File: config.mk
export PLATFORM = sky130hd
export DESIGN_NAME = cbs_front_flat
export DESIGN_NICKNAME = d
export VERILOG_FILES = /design/src/sv/cbs_pkg.sv /design/src/sv/cbs_if.sv /design/src/sv/cbs_front.sv /design/src/flat_wrapper.sv
export SDC_FILE = /design/constraint.sdc
export NUM_CORES = 2
export LEC_CHECK = 0
export BUFFER_PORTS_ARGS = -buffer_cell sky130_fd_sc_hd__buf_2
export CAP_MARGIN = 20
export CORE_MARGIN = 5
export CORE_UTILIZATION = 30
export DETAILED_ROUTE_END_ITERATION = 10
export HOLD_SLACK_MARGIN = 0.02
export MAX_ROUTING_LAYER = met4
export PLACE_DENSITY = 0.52
export SETUP_SLACK_MARGIN = 0.5
export SYNTH_ARGS = -nofsm -noshare
export SYNTH_HDL_FRONTEND = slang
export SYNTH_SLANG_ARGS = --single-unit
File: constraint.sdc
create_clock -name i_clk -period 15.65 [get_ports i_clk]
set_input_delay 4.695 -clock i_clk [delete_from_list [all_inputs] [get_ports i_clk]]
set_output_delay 4.695 -clock i_clk [all_outputs]
set_load 0.05 [all_outputs]
File: src/sv/cbs_pkg.sv
// ----------------------------------------------------------------------------
// cbs_pkg
// shared types and constants of the cubic curve sampler
// ----------------------------------------------------------------------------
package cbs_pkg;

    localparam int IN_W      = 16;
    localparam int OUT_W     = 24;
    localparam int IDX_W     = 6;
    localparam int T_BITS    = 16;
    localparam int LEN_FRAC  = 4;
    localparam int SQ_IN_W   = 42;   // (sum of two 16 bit diff^2 + 8 fraction bits) upper bound
    localparam int SQ_OUT_W  = 21;
    localparam int TOT_W     = 23;
    localparam int CNT_W     = 7;

    typedef enum logic [2:0] {
        S_IDLE,
        S_SQ_LOAD,
        S_SQ_RUN,
        S_DIV,
        S_PUSH
    } t_front_state;

    typedef enum logic [2:0] {
        B_IDLE,
        B_TDIV,
        B_LERP,
        B_OUT
    } t_back_state;

endpackage

File: src/sv/cbs_if.sv
// ----------------------------------------------------------------------------
// cbs_in_if / cbs_out_if
// valid/ready channels for curve items and sample items
// ----------------------------------------------------------------------------
interface cbs_in_if;
    logic        valid;
    logic        ready;
    logic [15:0] p0_x;
    logic [15:0] p0_y;
    logic [15:0] p1_x;
    logic [15:0] p1_y;
    logic [15:0] p2_x;
    logic [15:0] p2_y;
    logic [15:0] p3_x;
    logic [15:0] p3_y;
    modport source (output valid, p0_x, p0_y, p1_x, p1_y, p2_x, p2_y, p3_x, p3_y,
                    input ready);
    modport sink (input valid, p0_x, p0_y, p1_x, p1_y, p2_x, p2_y, p3_x, p3_y,
                  output ready);
endinterface


File: src/sv/cbs_front.sv
// ----------------------------------------------------------------------------
// cbs_front
// accepts a curve item, sums the three leg lengths and derives the point count
// ----------------------------------------------------------------------------
module cbs_front #(
    parameter int COORD_BITS = 16,
    parameter int MAX_POINTS = 64
) (
    input  logic                    i_clk,
    input  logic                    i_rst_n,
    input  logic [15:0]             i_interval,
    cbs_in_if.sink                  in_ch,
    output logic                    o_push,
    input  logic                    i_full,
    output logic [8*COORD_BITS-1:0] o_pts,
    output logic [cbs_pkg::CNT_W-1:0] o_count
);
    localparam int SQ_W  = 2 * COORD_BITS + 10;
    localparam int RES_W = SQ_W / 2 + 1;
    localparam int TOT_W = RES_W + 2;
    localparam int ITER  = SQ_W / 2;
    localparam int IT_W  = $clog2(ITER + 1);
    localparam int DIV_W = TOT_W;

    cbs_pkg::t_front_state r_state, n_state;
    logic [8*COORD_BITS-1:0] r_pts;
    logic [1:0]      r_leg;
    logic [SQ_W-1:0] r_rem, r_res, r_bit;
    logic [IT_W-1:0] r_it;
    logic [TOT_W-1:0] r_tot, r_quo, r_drem;
    logic [5:0]      r_dn;
    logic [cbs_pkg::CNT_W-1:0] r_count;

    logic [COORD_BITS-1:0] ax, ay, bx, by, dx, dy;
    logic [SQ_W-1:0] sq;
    logic [SQ_W-1:0] trial;
    logic [DIV_W:0]  dsh;
    logic [19:0]     divisor;

    always_comb begin
        ax = r_pts[(2*r_leg)*COORD_BITS +: COORD_BITS];
        ay = r_pts[(2*r_leg+1)*COORD_BITS +: COORD_BITS];
        bx = r_pts[(2*r_leg+2)*COORD_BITS +: COORD_BITS];
        by = r_pts[(2*r_leg+3)*COORD_BITS +: COORD_BITS];
        dx = (ax >= bx) ? ax - bx : bx - ax;
        dy = (ay >= by) ? ay - by : by - ay;
        sq = (SQ_W'(dx) * SQ_W'(dx) + SQ_W'(dy) * SQ_W'(dy)) << 8;
        trial = r_res + r_bit;
        divisor = {(i_interval == 16'd0) ? 16'd1 : i_interval, 4'd0};
        dsh = {r_drem, r_tot[TOT_W-1]};
    end

    assign in_ch.ready = (r_state == cbs_pkg::S_IDLE);
    assign o_pts   = r_pts;
    assign o_count = r_count;

    always_comb begin
        n_state = r_state;
        o_push  = 1'b0;
        case (r_state)
            cbs_pkg::S_IDLE:    if (in_ch.valid) n_state = cbs_pkg::S_SQ_LOAD;
            cbs_pkg::S_SQ_LOAD: n_state = cbs_pkg::S_SQ_RUN;
            cbs_pkg::S_SQ_RUN: begin
                if (r_it == IT_W'(ITER - 1))
                    n_state = (r_leg == 2'd2) ? cbs_pkg::S_DIV : cbs_pkg::S_SQ_LOAD;
            end
            cbs_pkg::S_DIV:     if (r_dn == 6'(TOT_W - 1)) n_state = cbs_pkg::S_PUSH;
            cbs_pkg::S_PUSH: begin
                if (r_count == '0) n_state = cbs_pkg::S_IDLE;
                else if (!i_full) begin
                    o_push  = 1'b1;
                    n_state = cbs_pkg::S_IDLE;
                end
            end
            default: n_state = cbs_pkg::S_IDLE;
        endcase
    end

    always_ff @(posedge i_clk) begin
        if (!i_rst_n) r_state <= cbs_pkg::S_IDLE;
        else          r_state <= n_state;
    end

    // square root one result bit per cycle, then restoring division a bit per cycle
    always_ff @(posedge i_clk) begin
        case (r_state)
            cbs_pkg::S_IDLE: begin
                r_pts <= {in_ch.p3_y[COORD_BITS-1:0], in_ch.p3_x[COORD_BITS-1:0],
                          in_ch.p2_y[COORD_BITS-1:0], in_ch.p2_x[COORD_BITS-1:0],
                          in_ch.p1_y[COORD_BITS-1:0], in_ch.p1_x[COORD_BITS-1:0],
                          in_ch.p0_y[COORD_BITS-1:0], in_ch.p0_x[COORD_BITS-1:0]};
                r_leg <= 2'd0;
                r_tot <= '0;
            end
            cbs_pkg::S_SQ_LOAD: begin
                r_rem <= sq;
                r_res <= '0;
                r_bit <= SQ_W'(1) << (2 * ((SQ_W - 1) / 2));
                r_it  <= '0;
            end
            cbs_pkg::S_SQ_RUN: begin
                if (r_rem >= trial) begin
                    r_rem <= r_rem - trial;
                    r_res <= (r_res >> 1) + r_bit;
                end else begin
                    r_res <= r_res >> 1;
                end
                r_bit <= r_bit >> 2;
                r_it  <= r_it + 1'b1;
                if (r_it == IT_W'(ITER - 1)) begin
                    r_tot <= r_tot + TOT_W'((r_rem >= trial) ? (r_res >> 1) + r_bit
                                                              : r_res >> 1);
                    r_leg <= r_leg + 1'b1;
                    r_drem <= '0;
                    r_dn   <= '0;
                end
            end
            cbs_pkg::S_DIV: begin
                if (dsh >= (DIV_W+1)'(divisor)) r_drem <= TOT_W'(dsh - (DIV_W+1)'(divisor));
                else                            r_drem <= dsh[TOT_W-1:0];
                r_quo <= {r_quo[TOT_W-2:0], dsh >= (DIV_W+1)'(divisor)};
                r_tot <= r_tot << 1;
                r_dn  <= r_dn + 1'b1;
                if (r_dn == 6'(TOT_W - 1)) begin
                    if ({r_quo[TOT_W-2:0], dsh >= (DIV_W+1)'(divisor)} > TOT_W'(MAX_POINTS))
                        r_count <= cbs_pkg::CNT_W'(MAX_POINTS);
                    else
                        r_count <= cbs_pkg::CNT_W'({r_quo[TOT_W-2:0],
                                                   dsh >= (DIV_W+1)'(divisor)});
                end
            end
            default: ;
        endcase
    end
endmodule

File: src/flat_wrapper.sv
// flat-port wrapper written by rule: the top's interface ports become plain ports
module cbs_front_flat 
#(
    parameter int COORD_BITS = 16,
    parameter int MAX_POINTS = 64
)
  (i_clk, i_rst_n, i_interval, o_push, i_full, o_pts, o_count, in_ch_valid, in_ch_p0_x, in_ch_p0_y, in_ch_p1_x, in_ch_p1_y, in_ch_p2_x, in_ch_p2_y, in_ch_p3_x, in_ch_p3_y, in_ch_ready);
  cbs_in_if in_ch_i ();
  input  logic i_clk;
  input  logic i_rst_n;
  input  logic [15:0] i_interval;
  output logic o_push;
  input  logic i_full;
  output logic [8*COORD_BITS-1:0] o_pts;
  output logic [cbs_pkg::CNT_W-1:0] o_count;
  input wire logic [$bits(in_ch_i.valid)-1:0] in_ch_valid;
  input wire logic [$bits(in_ch_i.p0_x)-1:0] in_ch_p0_x;
  input wire logic [$bits(in_ch_i.p0_y)-1:0] in_ch_p0_y;
  input wire logic [$bits(in_ch_i.p1_x)-1:0] in_ch_p1_x;
  input wire logic [$bits(in_ch_i.p1_y)-1:0] in_ch_p1_y;
  input wire logic [$bits(in_ch_i.p2_x)-1:0] in_ch_p2_x;
  input wire logic [$bits(in_ch_i.p2_y)-1:0] in_ch_p2_y;
  input wire logic [$bits(in_ch_i.p3_x)-1:0] in_ch_p3_x;
  input wire logic [$bits(in_ch_i.p3_y)-1:0] in_ch_p3_y;
  output wire logic [$bits(in_ch_i.ready)-1:0] in_ch_ready;
  assign in_ch_i.valid = in_ch_valid;
  assign in_ch_i.p0_x = in_ch_p0_x;
  assign in_ch_i.p0_y = in_ch_p0_y;
  assign in_ch_i.p1_x = in_ch_p1_x;
  assign in_ch_i.p1_y = in_ch_p1_y;
  assign in_ch_i.p2_x = in_ch_p2_x;
  assign in_ch_i.p2_y = in_ch_p2_y;
  assign in_ch_i.p3_x = in_ch_p3_x;
  assign in_ch_i.p3_y = in_ch_p3_y;
  assign in_ch_ready = in_ch_i.ready;
  cbs_front #(.COORD_BITS(COORD_BITS), .MAX_POINTS(MAX_POINTS)) u_core (.i_clk(i_clk), .i_rst_n(i_rst_n), .i_interval(i_interval), .in_ch(in_ch_i), .o_push(o_push), .i_full(i_full), .o_pts(o_pts), .o_count(o_count));
endmodule
==> flow_summary.json <==
{
  "ys_seq_elements": 327,
  "path_buf_inv": 8,
  "num_vias": 27600,
  "ios": 285,
  "area_growth_pct": 12.7,
  "cts.clk_slew.worst_paths_ps": 60,
  "core_um2": 124000,
  "drt_iter0_markers": 1756,
  "rsz0062_at_grt": "no",
  "dp_hpwl_mm": 81.2,
  "fin_hold_ws_ps": 453,
  "status": "finished clean",
  "cp.required_ps": 15980,
  "synth_flop_cell": "edfxtp_1",
  "finalHoldViolCount": 0,
  "cap_violations": 0,
  "rows": 129,
  "fmax_mhz": 78.6,
  "viasPerCell": 4.75,
  "synth_area_leaders": "edfxtp_1, fa_1, ha_1, inv_1, nor2_1",
  "clk_latency_ps": 590,
  "synth_largest_area_cell": "edfxtp_1",
  "ctsResizeCount": 0,
  "place_congestion": 0.888,
  "crit_type": "reg -> reg",
  "synth_edf_count": 324,
  "ctsHoldBuffers": 0,
  "grt_overflow": 0,
  "routedWlPerCell_um": 17.1,
  "min_path_type": "reg -> reg",
  "nNetsFinal": 5080,
  "grt_pass1_wl_mm": 160,
  "die_area_um2": 132000,
  "clock_sinks": 327,
  "grt_start_max_net_pins": 90,
  "critPathTopFamily": "adder cells",
  "grt_antenna_before_repair": 5,
  "setup_tns_ps": 0,
  "synth_most_common_cell": "inv_1",
  "clock_skew_ps": 17.8,
  "cts_tree": "done",
  "cts_root_buf": "clkbuf_16",
  "syn_area_um2": 37500,
  "placed_area_um2": 40900,
  "numCtsBuffers": 41,
  "critPathMaxStageDelay_ps": 890,
  "finalSetupViolations": 0,
  "htree_levels": 2,
  "drive_gt1_share_pct": 11.3,
  "fin_area_um2": 42300,
  "synth_async_sr_flop_share_pct": 0,
  "max_slew_margin_pct": 23.0,
  "synthCells": 3892,
  "synth_top_cell_area_share_pct": 25.9,
  "layoutNonFillerInstCount": 5824,
  "post-route-period-util_pct": 81.3,
  "drt-pass1-iter-count": 5,
  "portBuffers": 284,
  "cpMostUsedCell": "fa_1",
  "critPathMaxFanout": 35,
  "synth_fp_nets": 4819,
  "grt_pass1_vias": 28700,
  "synthTopCellsByCount": "inv_1, fa_1, ha_1",
  "drc": 0,
  "drv_slew": 0,
  "yosysSeqAreaShare_pct": 26.1,
  "dieWidth_um": 364,
  "cp_data_arrival_time_ps": 13040,
  "ant_nets": 0,
  "ys_warn_count": 0,
  "postCtsSetupBuffers": 0,
  "clock_path_buffers": 3,
  "worst_pin_slew_ps": 1150,
  "period_needed_ps": 12720,
  "synth_cell_types": 93,
  "dpl.cell_count": 5745,
  "start_util_pct": 30.3,
  "routed_wl_mm": 99.4,
  "cp_slowest_cell": "xnor2_1",
  "worstSetupEndpointType": "register",
  "track_usage_pct": 15.5,
  "dieHeight_um": 364,
  "startpoint_type": "register",
  "syn_avg_cell_area_um2": 9.64
}
==> worst reg2reg max path, delay by kind of cell, from the launching register on <==
family	cells	cell delay, ps
adder cells (fa/ha/maj)	10	5080
XOR/XNOR	2	1040
buffers and inverters	8	1700
flip-flops	1	360
AO/OA/AOI/OAI	12	3010
AND/OR/NAND/NOR	5	770
multiplexers	2	490
==> routing by layer <==
| metal | share of wire (%) | vias to the layer above | GRT usage (%) |
|---|---|---|---|
| met2 | 45 | 642 | 24.2 |
| met1 | 48 | 13400 | 21.4 |
| met4 | 1.8 | 0 | 2.78 |
| met5 | 0 | - | - |
| li1 | - | 13500 | - |
| met3 | 5.3 | 116 | 2.55 |
==> sequential cells by signal, summed over array words and instances (netlist names) <==
name and flops:
u_core.o_count 7, u_core.o_pts 128, u_core.r_bit 21, u_core.r_dn 6, u_core.r_drem 24, u_core.r_it 5
u_core.r_leg 2, u_core.r_quo 23, u_core.r_rem 42, u_core.r_res 42, u_core.r_state 3, u_core.r_tot 24
==> per-stage QoR <==
| step | utilization, % | setup WS (ps) |
|---|---|---|
| after CTS | 34.1 | 2790 |
| after detailed placement | 33.0 | 2840 |
| after global routing | 34.1 | 2080 |
| after floorplan | - | 716 |
| after global placement | 33.0 | 2990 |
| final | 34.1 | 2930 |
==> cells in the final DEF (no fill, tap or decap), types with 7 or more instances in the layout <==
| master | count |
|---|---|
| nand3_1 | 40 |
| nor2_1 | 344 |
| inv_2 | 13 |
| ha_1 | 387 |
| or2_2 | 16 |
| mux2_2 | 9 |
| o21bai_1 | 32 |
| and2_1 | 38 |
| a211oi_1 | 29 |
| o21a_1 | 47 |
| o31a_1 | 10 |
| xnor2_1 | 111 |
| fa_1 | 392 |
| nand2_1 | 260 |
| a21oi_1 | 203 |
| o31ai_1 | 10 |
| o211ai_1 | 10 |
| clkinv_1 | 8 |
| clkbuf_16 | 42 |
| a31oi_1 | 52 |
| mux2i_1 | 80 |
| nor3_1 | 26 |
| and3_1 | 40 |
| o21ai_1 | 7 |
| buf_2 | 284 |
| buf_4 | 47 |
| inv_1 | 668 |
| xor2_1 | 105 |
| or3_1 | 11 |
| nand2b_1 | 68 |
| nor4_1 | 12 |
| edfxtp_1 | 324 |
| a21o_1 | 98 |
| o21ai_0 | 146 |
| nor2b_1 | 28 |
| nand4_1 | 27 |
| a31o_2 | 7 |
==> final timing paths <==
kind | slack, ps | startpoint | cells after the start | to
hold / removal | 450 | u_core.r_quo[9]$_DFFE_PP_ | 0 | u_core.r_quo[10]$_DFFE_PP_
setup / recovery | 2930 | u_core.r_leg[1]$_SDFFCE_PN0P_ | 39 | u_core.r_rem[40]$_DFFE_PP_
hold reg to reg | 450 | u_core.r_quo[9]$_DFFE_PP_ | 0 | u_core.r_quo[10]$_DFFE_PP_
setup reg to reg | 2930 | u_core.r_leg[1]$_SDFFCE_PN0P_ | 39 | u_core.r_rem[40]$_DFFE_PP_
==> layout make-up <==
type                       instances  area (um^2)
clock buffer                      51         1110
tap                             1637         2050
inverter                         682         2560
multi-input combinational       2770        24800
antenna                            3         7.51
fill                           12800        81700
sequential                       327         9790
clock inverter                    23          224
timing repair buffer             331         1770
==> kinds of logic (layout without fill, tap and decap cells) <==
kind of cell	Yosys count	in the layout	synth area share [%]
simple gates	948	948	11.7
buf+inv	795	1087	8.12
fa+ha+maj	779	779	33.8
compound gates	727	727	12.3
flops	327	327	26.1
xor+xnor	224	224	5.42
mux	92	92	2.51
other cells	0	3	0
Power is left out: the tool's default activity adds up to more than one toggle a clock period on the data nets, which glitch-free logic cannot reach.
