--- src/sv/cbs_queue.sv ---
// ----------------------------------------------------------------------------
// cbs_queue
// two-entry queue of curve jobs (points and count) between front and back
// ----------------------------------------------------------------------------
module cbs_queue #(
    parameter int W = 8
) (
    input  logic         i_clk,
    input  logic         i_rst_n,
    input  logic         i_push,
    input  logic [W-1:0] i_data,
    output logic         o_full,
    input  logic         i_pop,
    output logic         o_empty,
    output logic [W-1:0] o_data
);
    logic [W-1:0] r_mem [2];
    logic         r_wp, r_rp;
    logic [1:0]   r_cnt;

    assign o_full  = (r_cnt == 2'd2);
    assign o_empty = (r_cnt == 2'd0);
    assign o_data  = r_mem[r_rp];

    always_ff @(posedge i_clk) begin
        if (i_push) r_mem[r_wp] <= i_data;
    end

    always_ff @(posedge i_clk) begin
        if (!i_rst_n) begin
            r_wp  <= 1'b0;
            r_rp  <= 1'b0;
            r_cnt <= 2'd0;
        end else begin
            if (i_push) r_wp <= ~r_wp;
            if (i_pop)  r_rp <= ~r_rp;
            r_cnt <= r_cnt + {1'b0, i_push} - {1'b0, i_pop};
        end
    end
endmodule

--- config.mk ---
export PLATFORM = sky130hd
export DESIGN_NAME = cbs_queue
export DESIGN_NICKNAME = d
export VERILOG_FILES = /design/src/sv/cbs_queue.sv
export SDC_FILE = /design/constraint.sdc
export NUM_CORES = 1
export LEC_CHECK = 0
export ABC_AREA = 1
export BUFFER_PORTS_ARGS = -buffer_cell sky130_fd_sc_hd__buf_4
export CORE_MARGIN = 1.5
export CORE_UTILIZATION = 49
export CTS_CLUSTER_DIAMETER = 150
export DETAILED_ROUTE_END_ITERATION = 8
export GPL_TIMING_DRIVEN = 0
export PLACE_DENSITY = 0.75
export SYNTH_ARGS = -nofsm -noshare
export SYNTH_HDL_FRONTEND = slang
export SYNTH_SLANG_ARGS = --single-unit
--- constraint.sdc ---
create_clock -name i_clk -period 1.75 [get_ports i_clk]
set_clock_uncertainty 0.2 [all_clocks]
set_input_delay 0.4375 -clock i_clk [delete_from_list [all_inputs] [get_ports i_clk]]
set_output_delay 0.4375 -clock i_clk [all_outputs]
set_load 0.03 [all_outputs]
==> run_results.csv, run 1 <==
group,metric,value,unit
detailed_routing,drc,0,
cts,worst_skew_pair.late_latency,0.29,ns
logic_synthesis,synth_cells,58,
critical_path,reg2reg_depth,8,
timing,drv_slew,0,
detailed_routing,num_vias,504,
logic_synthesis,synth_top_area_cell,"edfxtp_1",
critical_path,critPathTopFamily,"flip-flops",
logic_synthesis,syn_area_per_cell,14.4,sq um
die,die_h,44.3,microns
detailed_routing,viasPerCell,5.09,
pwr,leakagePower,0.000483,uW
logic_synthesis,syn_nets,72,
timing,min_period,1.87,ns
placed_design,place_congestion,0.756,
cts,cts_buffers,3,
timing,rsz0062_at_grt,"yes",
finish,fin_nets,98,
finish,diodes,0,
detailed_routing,drt-total-wl,1.39,mm
timing,setup_viol,8,
cts,cts_tree,"yes",
worst_hold_path,whs_endpoint,"r_mem[1][5]",
placed_design,place.port_buffers,21,
logic_synthesis,yosysWarnings,0,
critical_path,max_stage_delay,0.35,ns
finish,synthToLayoutAreaGrowth,28.7,%
logic_synthesis,syn-cell-area,837,sq um
cts,root_buffer,"clkbuf_4",
logic_synthesis,synth_seq_cells,21,
die,die_w,44.3,microns
global_route,grt_usage,16.5,%
status,violations,"setup timing",
critical_path,slowest_stage,"dfxtp_2",
cts,clockBufferDepth,2,
timing,worst_slew_pin_slew,0.689,ns
logic_synthesis,yosysMostFrequentCell,"edfxtp_1",
critical_path,rr_endpoint,"r_cnt[1]",
critical_path,r2r-start,"r_cnt[0]",
cts,cts_max_level,1,
critical_path,cp_max_fo,8,
status,status,"finished, violations left",
critical_path,path_cells,"buf_8 -> mux2_4 -> buf_6",
die,die-area,1970,sq um
detailed_routing,drtIter0Drc,12,
detailed_routing,ant_nets,0,
logic_synthesis,synth_common_cells,"edfxtp_1 (16), nor2_1 (9), mux2_4 (8), nand2_1 (8), inv_1 (7)",
critical_path,cp-start-kind,"flip-flop",
timing,slew_headroom,53.9,%
run,drv_cap,0,
global_route,antenna_found_initial,0,
timing,fin_crit_sh,107,%
critical_path,crit_required,1.11,ns
placed_design,place_hpwl,1.05,mm
logic_synthesis,synth-edff-count,16,
pwr,peakVddDrop,0.674,mV
global_route,grt_max_degree,13,
timing,finalSetupTns,-0.947,ns
logic_synthesis,ys_top_cells_by_area,"edfxtp_1 (57%), mux2_4 (14%), dfxtp_1 (12%)",
logic_synthesis,seq_area_frac_synth,69.4,%
worst_hold_path,hold_path_depth,1,
die,core-area,1560,sq um
critical_path,cp.depth,3,
cts,clk_pin_slew,0.11,ns
timing,fmax,0.534,GHz
die,fp-row-count,14,
cts,postCtsSetupBuffers,0,
pwr,power.density,961,nW/um^2
logic_synthesis,async_reset_ff_share,0,%
timing,hold_violations,0,
logic_synthesis,synthFlopType,"edfxtp_1",
placed_design,placed_cells,95,
cts,cts_sinks,21,
critical_path,arrival,1.24,ns
logic_synthesis,synth_top_area_share,57.4,%
finish,layout-drive-gt1-share,42.2,%
worst_hold_path,min-delay-start,"i_data[5]",
logic_synthesis,synth_cell_types,10,
global_route,grt_pass1_vias,502,
global_route,grt_pass1_wl,2.21,mm
die,initial_core_util,53.7,%
critical_path,cp.buffers_inverters,2,
timing,worst_slack,-0.124,ns
cts,cts_hold_buffers,0,
finish,stdcell_count,99,
global_route,grt_overflow_total,0,
critical_path,reg2reg_setup_slack,0.21,ns
detailed_routing,drt-pass1-iter-count,6,
critical_path,endpoint_kind,"output port",
worst_hold_path,hp-class,"primary input to flip-flop",
cts,post_cts_resized,10,
die,top_level_ports,22,
detailed_routing,post_drt_wl_per_cell,14.1,microns
critical_path,critical_path_class,"flip-flop to output port",
==> layout by cell type (no fill, tap or decap) <==
cell | Yosys | routed
buf_4 | 0 | 13
nor2_1 | 9 | 9
buf_8 | 0 | 1
ha_1 | 2 | 2
inv_1 | 7 | 7
clkinv_2 | 0 | 1
a21oi_1 | 1 | 1
edfxtp_1 | 16 | 16
nand3_1 | 1 | 1
dfxtp_1 | 5 | 4
dfxtp_2 | 0 | 1
nand2_1 | 8 | 8
mux2_4 | 8 | 8
clkbuf_4 | 0 | 3
buf_6 | 1 | 8
==> how the worst max path moves through the flow <==
stage                        to  slack (ns)
CTS                   o_data[4]       -0.13
floorplan              r_cnt[1]        0.28
global route          o_data[7]       -0.17
detailed placement  r_mem[0][3]        0.05
finish                o_data[4]       -0.12
global placement    r_mem[0][0]        0.09
==> sequential cells by signal, summed over array words and instances (netlist names), named ones only <==
signal / flops
r_cnt: 2
r_rp: 1
r_wp: 1
r_mem: 16
==> logic make-up (layout without fill, tap and decap cells) <==
kind of cell | count (synthesis) | after routing | synth area share (%)
compound gates | 1 | 1 | 0.597
flops | 21 | 21 | 69.4
mux | 8 | 8 | 14.4
simple gates | 18 | 18 | 8.22
fa+ha+maj | 2 | 2 | 2.99
buf+inv | 8 | 33 | 4.48
==> through the flow <==
stage	power [uW]	area, sq um	hold slack (ns)	utilization (%)	setup WS [ns]
6_report	1040	1080	0.121	69.1	-0.124
5_1_grt	1080	1080	0.101	69.1	-0.167
4_1_cts	1040	1080	0.113	69.1	-0.130
3_5_place_dp	809	1010	0.287	65.1	0.0490
3_3_place_gp	797	1010	0.274	65.1	0.0883
2_1_floorplan	729	837	0.263	-	0.280
==> where the power goes <==
group / total, uW / leakage [uW] / internal [uW] / switching [uW]
Combinational: 226 / 0.000273 / 106 / 121
Sequential: 586 / 0.000192 / 571 / 14.8
Clock: 223 / 0.0000177 / 84.9 / 138
Total: 1040 / 0.000483 / 762 / 273
==> area by class of cell <==
type / instances / area (sq um)
clock inverters: 1 / 5.00
repair buffers: 21 / 188
inverters: 7 / 26.3
well taps: 16 / 20.0
clock buffers: 3 / 22.5
plain buffers: 1 / 15.0
multi-input cells: 29 / 219
fillers: 108 / 482
flip-flops and latches: 21 / 582
==> per-layer routing <==
layer	track usage, %	vias up	part of all wire (%)
met4	10.3	0	1.7
met5	0	-	0
met3	3.27	4	4.8
li1	-	243	-
met2	28.8	17	55
met1	18.3	240	38
No activity file was read; power rests on OpenSTA's default activity.
==> run 2: changes to the inputs <==
--- a/config.mk
+++ b/config.mk
@@ -7,12 +7,16 @@
 export LEC_CHECK = 0
 export ABC_AREA = 1
 export BUFFER_PORTS_ARGS = -buffer_cell sky130_fd_sc_hd__buf_4
+export CAP_MARGIN = 20
+export CELL_PAD_IN_SITES_DETAIL_PLACEMENT = 1
+export CELL_PAD_IN_SITES_GLOBAL_PLACEMENT = 1
+export CORE_ASPECT_RATIO = 0.75
 export CORE_MARGIN = 1.5
-export CORE_UTILIZATION = 49
+export CORE_UTILIZATION = 40
 export CTS_CLUSTER_DIAMETER = 150
 export DETAILED_ROUTE_END_ITERATION = 8
 export GPL_TIMING_DRIVEN = 0
-export PLACE_DENSITY = 0.75
+export PLACE_DENSITY_LB_ADDON = 0.1
 export SYNTH_ARGS = -nofsm -noshare
 export SYNTH_HDL_FRONTEND = slang
 export SYNTH_SLANG_ARGS = --single-unit
==> run 2 against run 1 <==
Compared with the run above:
- the run still ends with setup timing left
- routed wire length down 5.6%
- first-iteration DRC count down 33%
- critical path depth unchanged
- cell area up 1.2%
- clock-buffer cell count unchanged
- global-route usage down 3.4 points
- final cell count up 8.1%
- die area up 21%
- flip-flop and latch count unchanged
- sequential share of layout area down 0.62 points
- worst setup slack better by 0.0055 ns
- largest power group unchanged
- highest routed layer is now met3
==> run_results.csv, run 2 (synthesis gave the netlist of run 1 again) <==
group,metric,value,unit
timing,fmax,0.535,GHz
timing,slew_headroom,51.0,%
timing,hold_violations,0,
global_route,grt_usage,13.1,%
die,initial_core_util,41.9,%
placed_design,post_dp_cell_area,1020,sq um
placed_design,place_congestion,0.704,
finish,layout_commonest_cell,"edfxtp_1",
finish,fin_nets,98,
pwr,peakVddDrop,0.592,mV
die,top_level_ports,22,
status,status,"finished, violations left",
cts,clockBufferDepth,2,
global_route,antenna_found_initial,0,
global_route,grt_pass1_wl,2.21,mm
die,fp-row-count,14,
critical_path,path_cells,"buf_8 -> mux2_4 -> buf_6",
timing,rsz0062_at_grt,"yes",
placed_design,place.port_buffers,21,
critical_path,critical_path_class,"flip-flop to output port",
cts,cts_buffers,3,
cts,cts_max_level,1,
finish,reg_top3,"r_mem x16, r_cnt x2",
detailed_routing,drc,0,
detailed_routing,ant_nets,0,
finish,regMostFlops,"r_mem",
cts,worst_skew_pair.late_latency,0.30,ns
detailed_routing,drt-met1-wl,540,microns
die,die-area,2380,sq um
critical_path,cp_max_fo,8,
finish,synthToLayoutAreaGrowth,30.2,%
status,violations,"setup timing",
cts,cts_tree,"yes",
cts,cts_sinks,21,
detailed_routing,drtIter0Drc,8,
run,drv_cap,0,
die,die_w,55.8,microns
worst_hold_path,hp-class,"primary input to flip-flop",
detailed_routing,wl_met3,66,microns
timing,fin_crit_sh,107,%
detailed_routing,post_drt_wl_per_cell,12.3,microns
cts,clk_pin_slew,0.12,ns
timing,worst_slew_pin_slew,0.732,ns
pwr,finalPower,1040,uW
critical_path,cp-start-kind,"flip-flop",
finish,final_cell_mix,"edfxtp_1 (16), buf_4 (13), nor2_1 (9)",
cts,cts_hold_buffers,0,
detailed_routing,num_vias,493,
die,die_h,42.6,microns
timing,finalSetupTns,-0.917,ns
placed_design,dp_worst_setup_slack,-0.0244,ns
detailed_routing,dr_wl_met2,706,microns
global_route,grt_overflow_total,0,
critical_path,arrival,1.23,ns
finish,layout-drive-gt1-share,42.2,%
timing,worst_slack,-0.119,ns
detailed_routing,drt-pass1-iter-count,2,
critical_path,crit_required,1.11,ns
timing,min_period,1.87,ns
finish,largest_reg_flops,16,
global_route,grt_max_degree,14,
timing,drv_slew,0,
critical_path,endpoint_kind,"output port",
detailed_routing,viasPerCell,4.61,
finish,post-route-util,54.6,%
finish,diodes,0,
finish,final_cell_area,1090,sq um
critical_path,max_stage_delay,0.35,ns
detailed_routing,drt-total-wl,1.31,mm
cts,root_buffer,"clkbuf_4",
critical_path,slowest_stage,"dfxtp_2",
pwr,power.density,957,nW/um^2
pwr,leakagePower,0.000479,uW
timing,setup_viol,8,
die,core-area,2000,sq um
detailed_routing,routed.top_layer,"met3",
critical_path,reg2reg_setup_slack,0.18,ns
global_route,grt_pass1_vias,507,
-- run 2: report_power, final --
group / total [uW] / internal [uW] / switching (uW)
Clock: 230 / 87.0 / 143
Sequential: 585 / 571 / 13.4
Combinational: 228 / 107 / 121
-- run 2: final timing paths --
kind | to | cells past startpoint | startpoint
max | o_data[6] | 3 | flip-flop
min | r_mem[1][0] | 1 | i_data[0]
max reg2reg | r_cnt[1] | 8 | r_cnt[0]
min reg2reg | r_rp | 2 | r_rp
-- run 2: final cells by class --
| cell class | instances | area, sq um |
|---|---|---|
| clock inverter | 1 | 7.51 |
| multi-input combinational | 29 | 219 |
| clock buffer | 3 | 22.5 |
| timing repair buffer | 21 | 188 |
| tap | 24 | 30.0 |
| sequential | 21 | 582 |
| inverter | 7 | 26.3 |
| buffer | 1 | 15.0 |
| fill | 221 | 907 |
-- run 2: per-stage QoR --
stage	hold slack (ns)	cells
floorplan	0.263	58
global placement	0.277	103
detailed placement	0.282	103
CTS	0.0946	107
global route	0.0762	107
finish	0.109	107
-- run 2: metal layers --
layer  vias to the layer above  track usage, %
li1                        246               -
met1                       235            15.3
met2                        12            21.9
met3                         0            6.79
met4                         0            2.86
met5                         -               0
-- run 2: repair_timing --
action,4_1_cts,5_1_grt
endpoints found under the hold margin,0,0
buffers inserted,0,0
gates resized for setup,10,0
endpoints found under the setup margin,8,8
-- run 2: worst max-delay path: cells and delay by family (launching register included) --
family / cells / cell delay, ns
muxes: 1 / 0.31
buffers and inverters: 2 / 0.28
DFF: 1 / 0.35
==> run 3: changes to the inputs <==
--- a/config.mk
+++ b/config.mk
@@ -5,7 +5,7 @@
 export SDC_FILE = /design/constraint.sdc
 export NUM_CORES = 1
 export LEC_CHECK = 0
-export ABC_AREA = 1
+export ABC_AREA = 0
 export BUFFER_PORTS_ARGS = -buffer_cell sky130_fd_sc_hd__buf_4
 export CAP_MARGIN = 20
 export CELL_PAD_IN_SITES_DETAIL_PLACEMENT = 1
==> constraint.sdc (replaced) <==
create_clock -name i_clk -period 2.1 [get_ports i_clk]
set_clock_uncertainty 0.2 [all_clocks]
set_input_delay 0.525 -clock i_clk [delete_from_list [all_inputs] [get_ports i_clk]]
set_output_delay 0.525 -clock i_clk [all_outputs]
set_load 0.03 [all_outputs]
==> run 3 against run 2 <==
Compared with the run above:
- the flow now finishes without violations
- sequential power shrank 16%
- clock-buffer cell count increased by 1
- critical path depth is the same
- worst setup slack better by 0.20 ns
- clock power down 23%
- first-iteration DRC count shrank 75%
- combinational power fell by 13%
- via count is 12% lower
- total power down 17%
- routed wire length fell by 11%
- synthesized cell count down 21%
==> run_results.csv, run 3 <==
group,metric,value,unit
status,status,"completed",
pwr,clkPwrFrac,20.5,%
logic_synthesis,synth_cell_types,12,
critical_path,crit_required,1.37,ns
global_route,grt_overflow_total,0,
finish,reg_top3,"r_mem x16, r_cnt x2",
logic_synthesis,synth_top_area_cell,"edfxtp_1",
cts,cts_sinks,21,
cts,worst_skew_pair.late_latency,0.29,ns
critical_path,reg2reg_depth,1,
critical_path,cp-start-kind,"flip-flop",
critical_path,slowest_stage,"mux2_2",
global_route,grt_pass1_vias,440,
finish,regMostFlops,"r_mem",
die,fp-row-count,13,
finish,final_cell_mix,"buf_4 (22), edfxtp_1 (16), mux2_2 (8)",
cts,cts_max_level,1,
timing,drv_slew,0,
cts,root_buffer,"clkbuf_4",
logic_synthesis,synth_common_cells,"edfxtp_1 (16), mux2_2 (8), dfxtp_1 (5)",
logic_synthesis,synth_cells,46,
cts,clockBufferDepth,2,
logic_synthesis,synthMuxAreaShare,11.2,%
placed_design,place_hpwl,898,microns
timing,fmax,0.496,GHz
logic_synthesis,synthAdderAreaFrac,3.13,%
cts,cts_tree,"yes",
die,top_level_ports,22,
finish,layout_commonest_cell,"buf_4",
finish,layout-drive-gt1-share,46.5,%
die,die_h,41.8,microns
pwr,power_switching,218,uW
finish,diodes,0,
timing,min_period,2.02,ns
timing,finalSetupTns,0,ns
logic_synthesis,synth_compound_area_share,0.938,%
placed_design,place.port_buffers,21,
logic_synthesis,synth-edff-count,16,
timing,hold_ws,0.215,ns
logic_synthesis,synth_top_family_by_area,"multiplexers",
critical_path,arrival,1.29,ns
logic_synthesis,synthFlopType,"edfxtp_1",
logic_synthesis,syn_area_per_cell,17.4,sq um
detailed_routing,drt-pass1-iter-count,4,
die,die-area,2280,sq um
cts,clk_pin_slew,0.10,ns
pwr,peakVddDrop,0.494,mV
critical_path,endpoint_kind,"output port",
critical_path,max_stage_delay,0.35,ns
critical_path,path_cells,"buf_4 -> mux2_2 -> buf_4",
timing,worst_slew_pin_slew,0.782,ns
detailed_routing,drc,0,
logic_synthesis,synth_seq_cells,21,
logic_synthesis,syn_nets,60,
logic_synthesis,syn-cell-area,801,sq um
finish,synthToLayoutAreaGrowth,26.7,%
logic_synthesis,ys_top_cells_by_area,"edfxtp_1 (60%), dfxtp_1 (13%), mux2_2 (11%)",
pwr,power.internal,648,uW
placed_design,place_congestion,0.655,
cts,cts_buffers,3,
timing,rsz0062_at_grt,"no",
pwr,seqPwrFrac,56.6,%
detailed_routing,drt-total-wl,1.17,mm
timing,hold_violations,0,
timing,slew_headroom,47.7,%
worst_hold_path,hp-class,"primary input to flip-flop",
detailed_routing,drtIter0Drc,2,
pwr,combPwrFrac,22.9,%
logic_synthesis,synth_top_area_share,60.0,%
global_route,grt_pass1_wl,2.04,mm
detailed_routing,ant_nets,0,
global_route,grt_usage,12.9,%
pwr,power.density,854,nW/um^2
logic_synthesis,synth_xor_xnor_area_share,3.91,%
detailed_routing,viasPerCell,4.65,
global_route,grt_max_degree,12,
run,drv_cap,0,
die,die_w,54.7,microns
die,core-area,1810,sq um
die,initial_core_util,44.4,%
logic_synthesis,yosysMostFrequentCell,"edfxtp_1",
finish,fin_nets,86,
pwr,leakagePower,0.000409,uW
critical_path,r2r-start,"r_wp",
critical_path,critPathMostFrequentCell,"buf_4",
critical_path,critical_path_class,"flip-flop to output port",
logic_synthesis,seq_area_frac_synth,72.5,%
cts,cts_hold_buffers,0,
critical_path,cp_max_fo,8,
worst_hold_path,min-delay-start,"i_data[7]",
detailed_routing,post_drt_wl_per_cell,12.6,microns
detailed_routing,num_vias,432,
logic_synthesis,yosys.area_share.simple,6.72,%
timing,fin_crit_sh,96.0,%
pwr,swShare,25.2,%
timing,setup_viol,0,
worst_hold_path,hold_path_depth,1,
logic_synthesis,async_reset_ff_share,0,%
logic_synthesis,yosysWarnings,0,
global_route,antenna_found_initial,0,
finish,largest_reg_flops,16,
==> run 3: power groups by stage <==
stage / clock network (uW) / registers [uW] / logic [uW]
floorplan: 0 / 497 / 130
global placement: 0 / 499 / 199
detailed placement: 0 / 500 / 201
CTS: 187 / 491 / 203
global route: 205 / 494 / 219
finish: 177 / 490 / 199
==> run 3: logic make-up (layout without fill, tap and decap cells) <==
family,after synthesis,in the layout
DFF,21,21
and+or+nand+nor,9,9
xor gates and xnor gates,2,2
muxes,8,8
AOI/OAI and AO/OA,1,1
buffers and inverters,3,28
adders and majority gates,2,2
==> run 3: critical path, delay by kind of cell (launching register included) <==
family | cells | cell delay (ns)
muxes | 1 | 0.35
buffers and inverters | 2 | 0.33
DFF | 1 | 0.32
==> run 3: layer usage <==
metal  wire length, microns  up-vias  global-route usage [%]
met5                      0        -                       0
met4                      0        0                    3.00
met3                     92        0                    6.12
met2                    566       17                    20.0
met1                    509      201                    16.3
li1                       -      214                       -
==> run 3: timing repair <==
action | 4_1_cts | 5_1_grt
setup buffers | 0 | 0
setup endpoints to repair | 1 | 0
gates resized for setup | 1 | 0
==> run 3: final timing paths <==
| kind | endpoint | slack, ns |
|---|---|---|
| max reg2reg | r_mem[0][2] | 0.60 |
| max | o_data[0] | 0.08 |
| min | r_mem[0][7] | 0.21 |
| min reg2reg | flip-flop | 0.38 |
==> run 3: cell type report <==
class	count	area, sq um
Multi-Input combinational cell	22	208
Sequential cell	21	581
Clock buffer	4	26.3
Buffer	1	7.51
Tap cell	22	27.5
Timing Repair Buffer	21	158
Inverter	2	7.51
Fill cell	183	791
==> run 3: metrics by stage <==
step           setup slack [ns]  power, uW  instances  area, sq um  util (%)
2_1_floorplan             0.495        627         46          801         -
3_3_place_gp              0.226        697         89          986      54.6
3_5_place_dp              0.214        701         89          986      54.6
4_1_cts                  0.0562        881         93         1010      56.2
5_1_grt                  0.0101        919         93         1010      56.2
6_report                 0.0837        866         93         1010      56.2
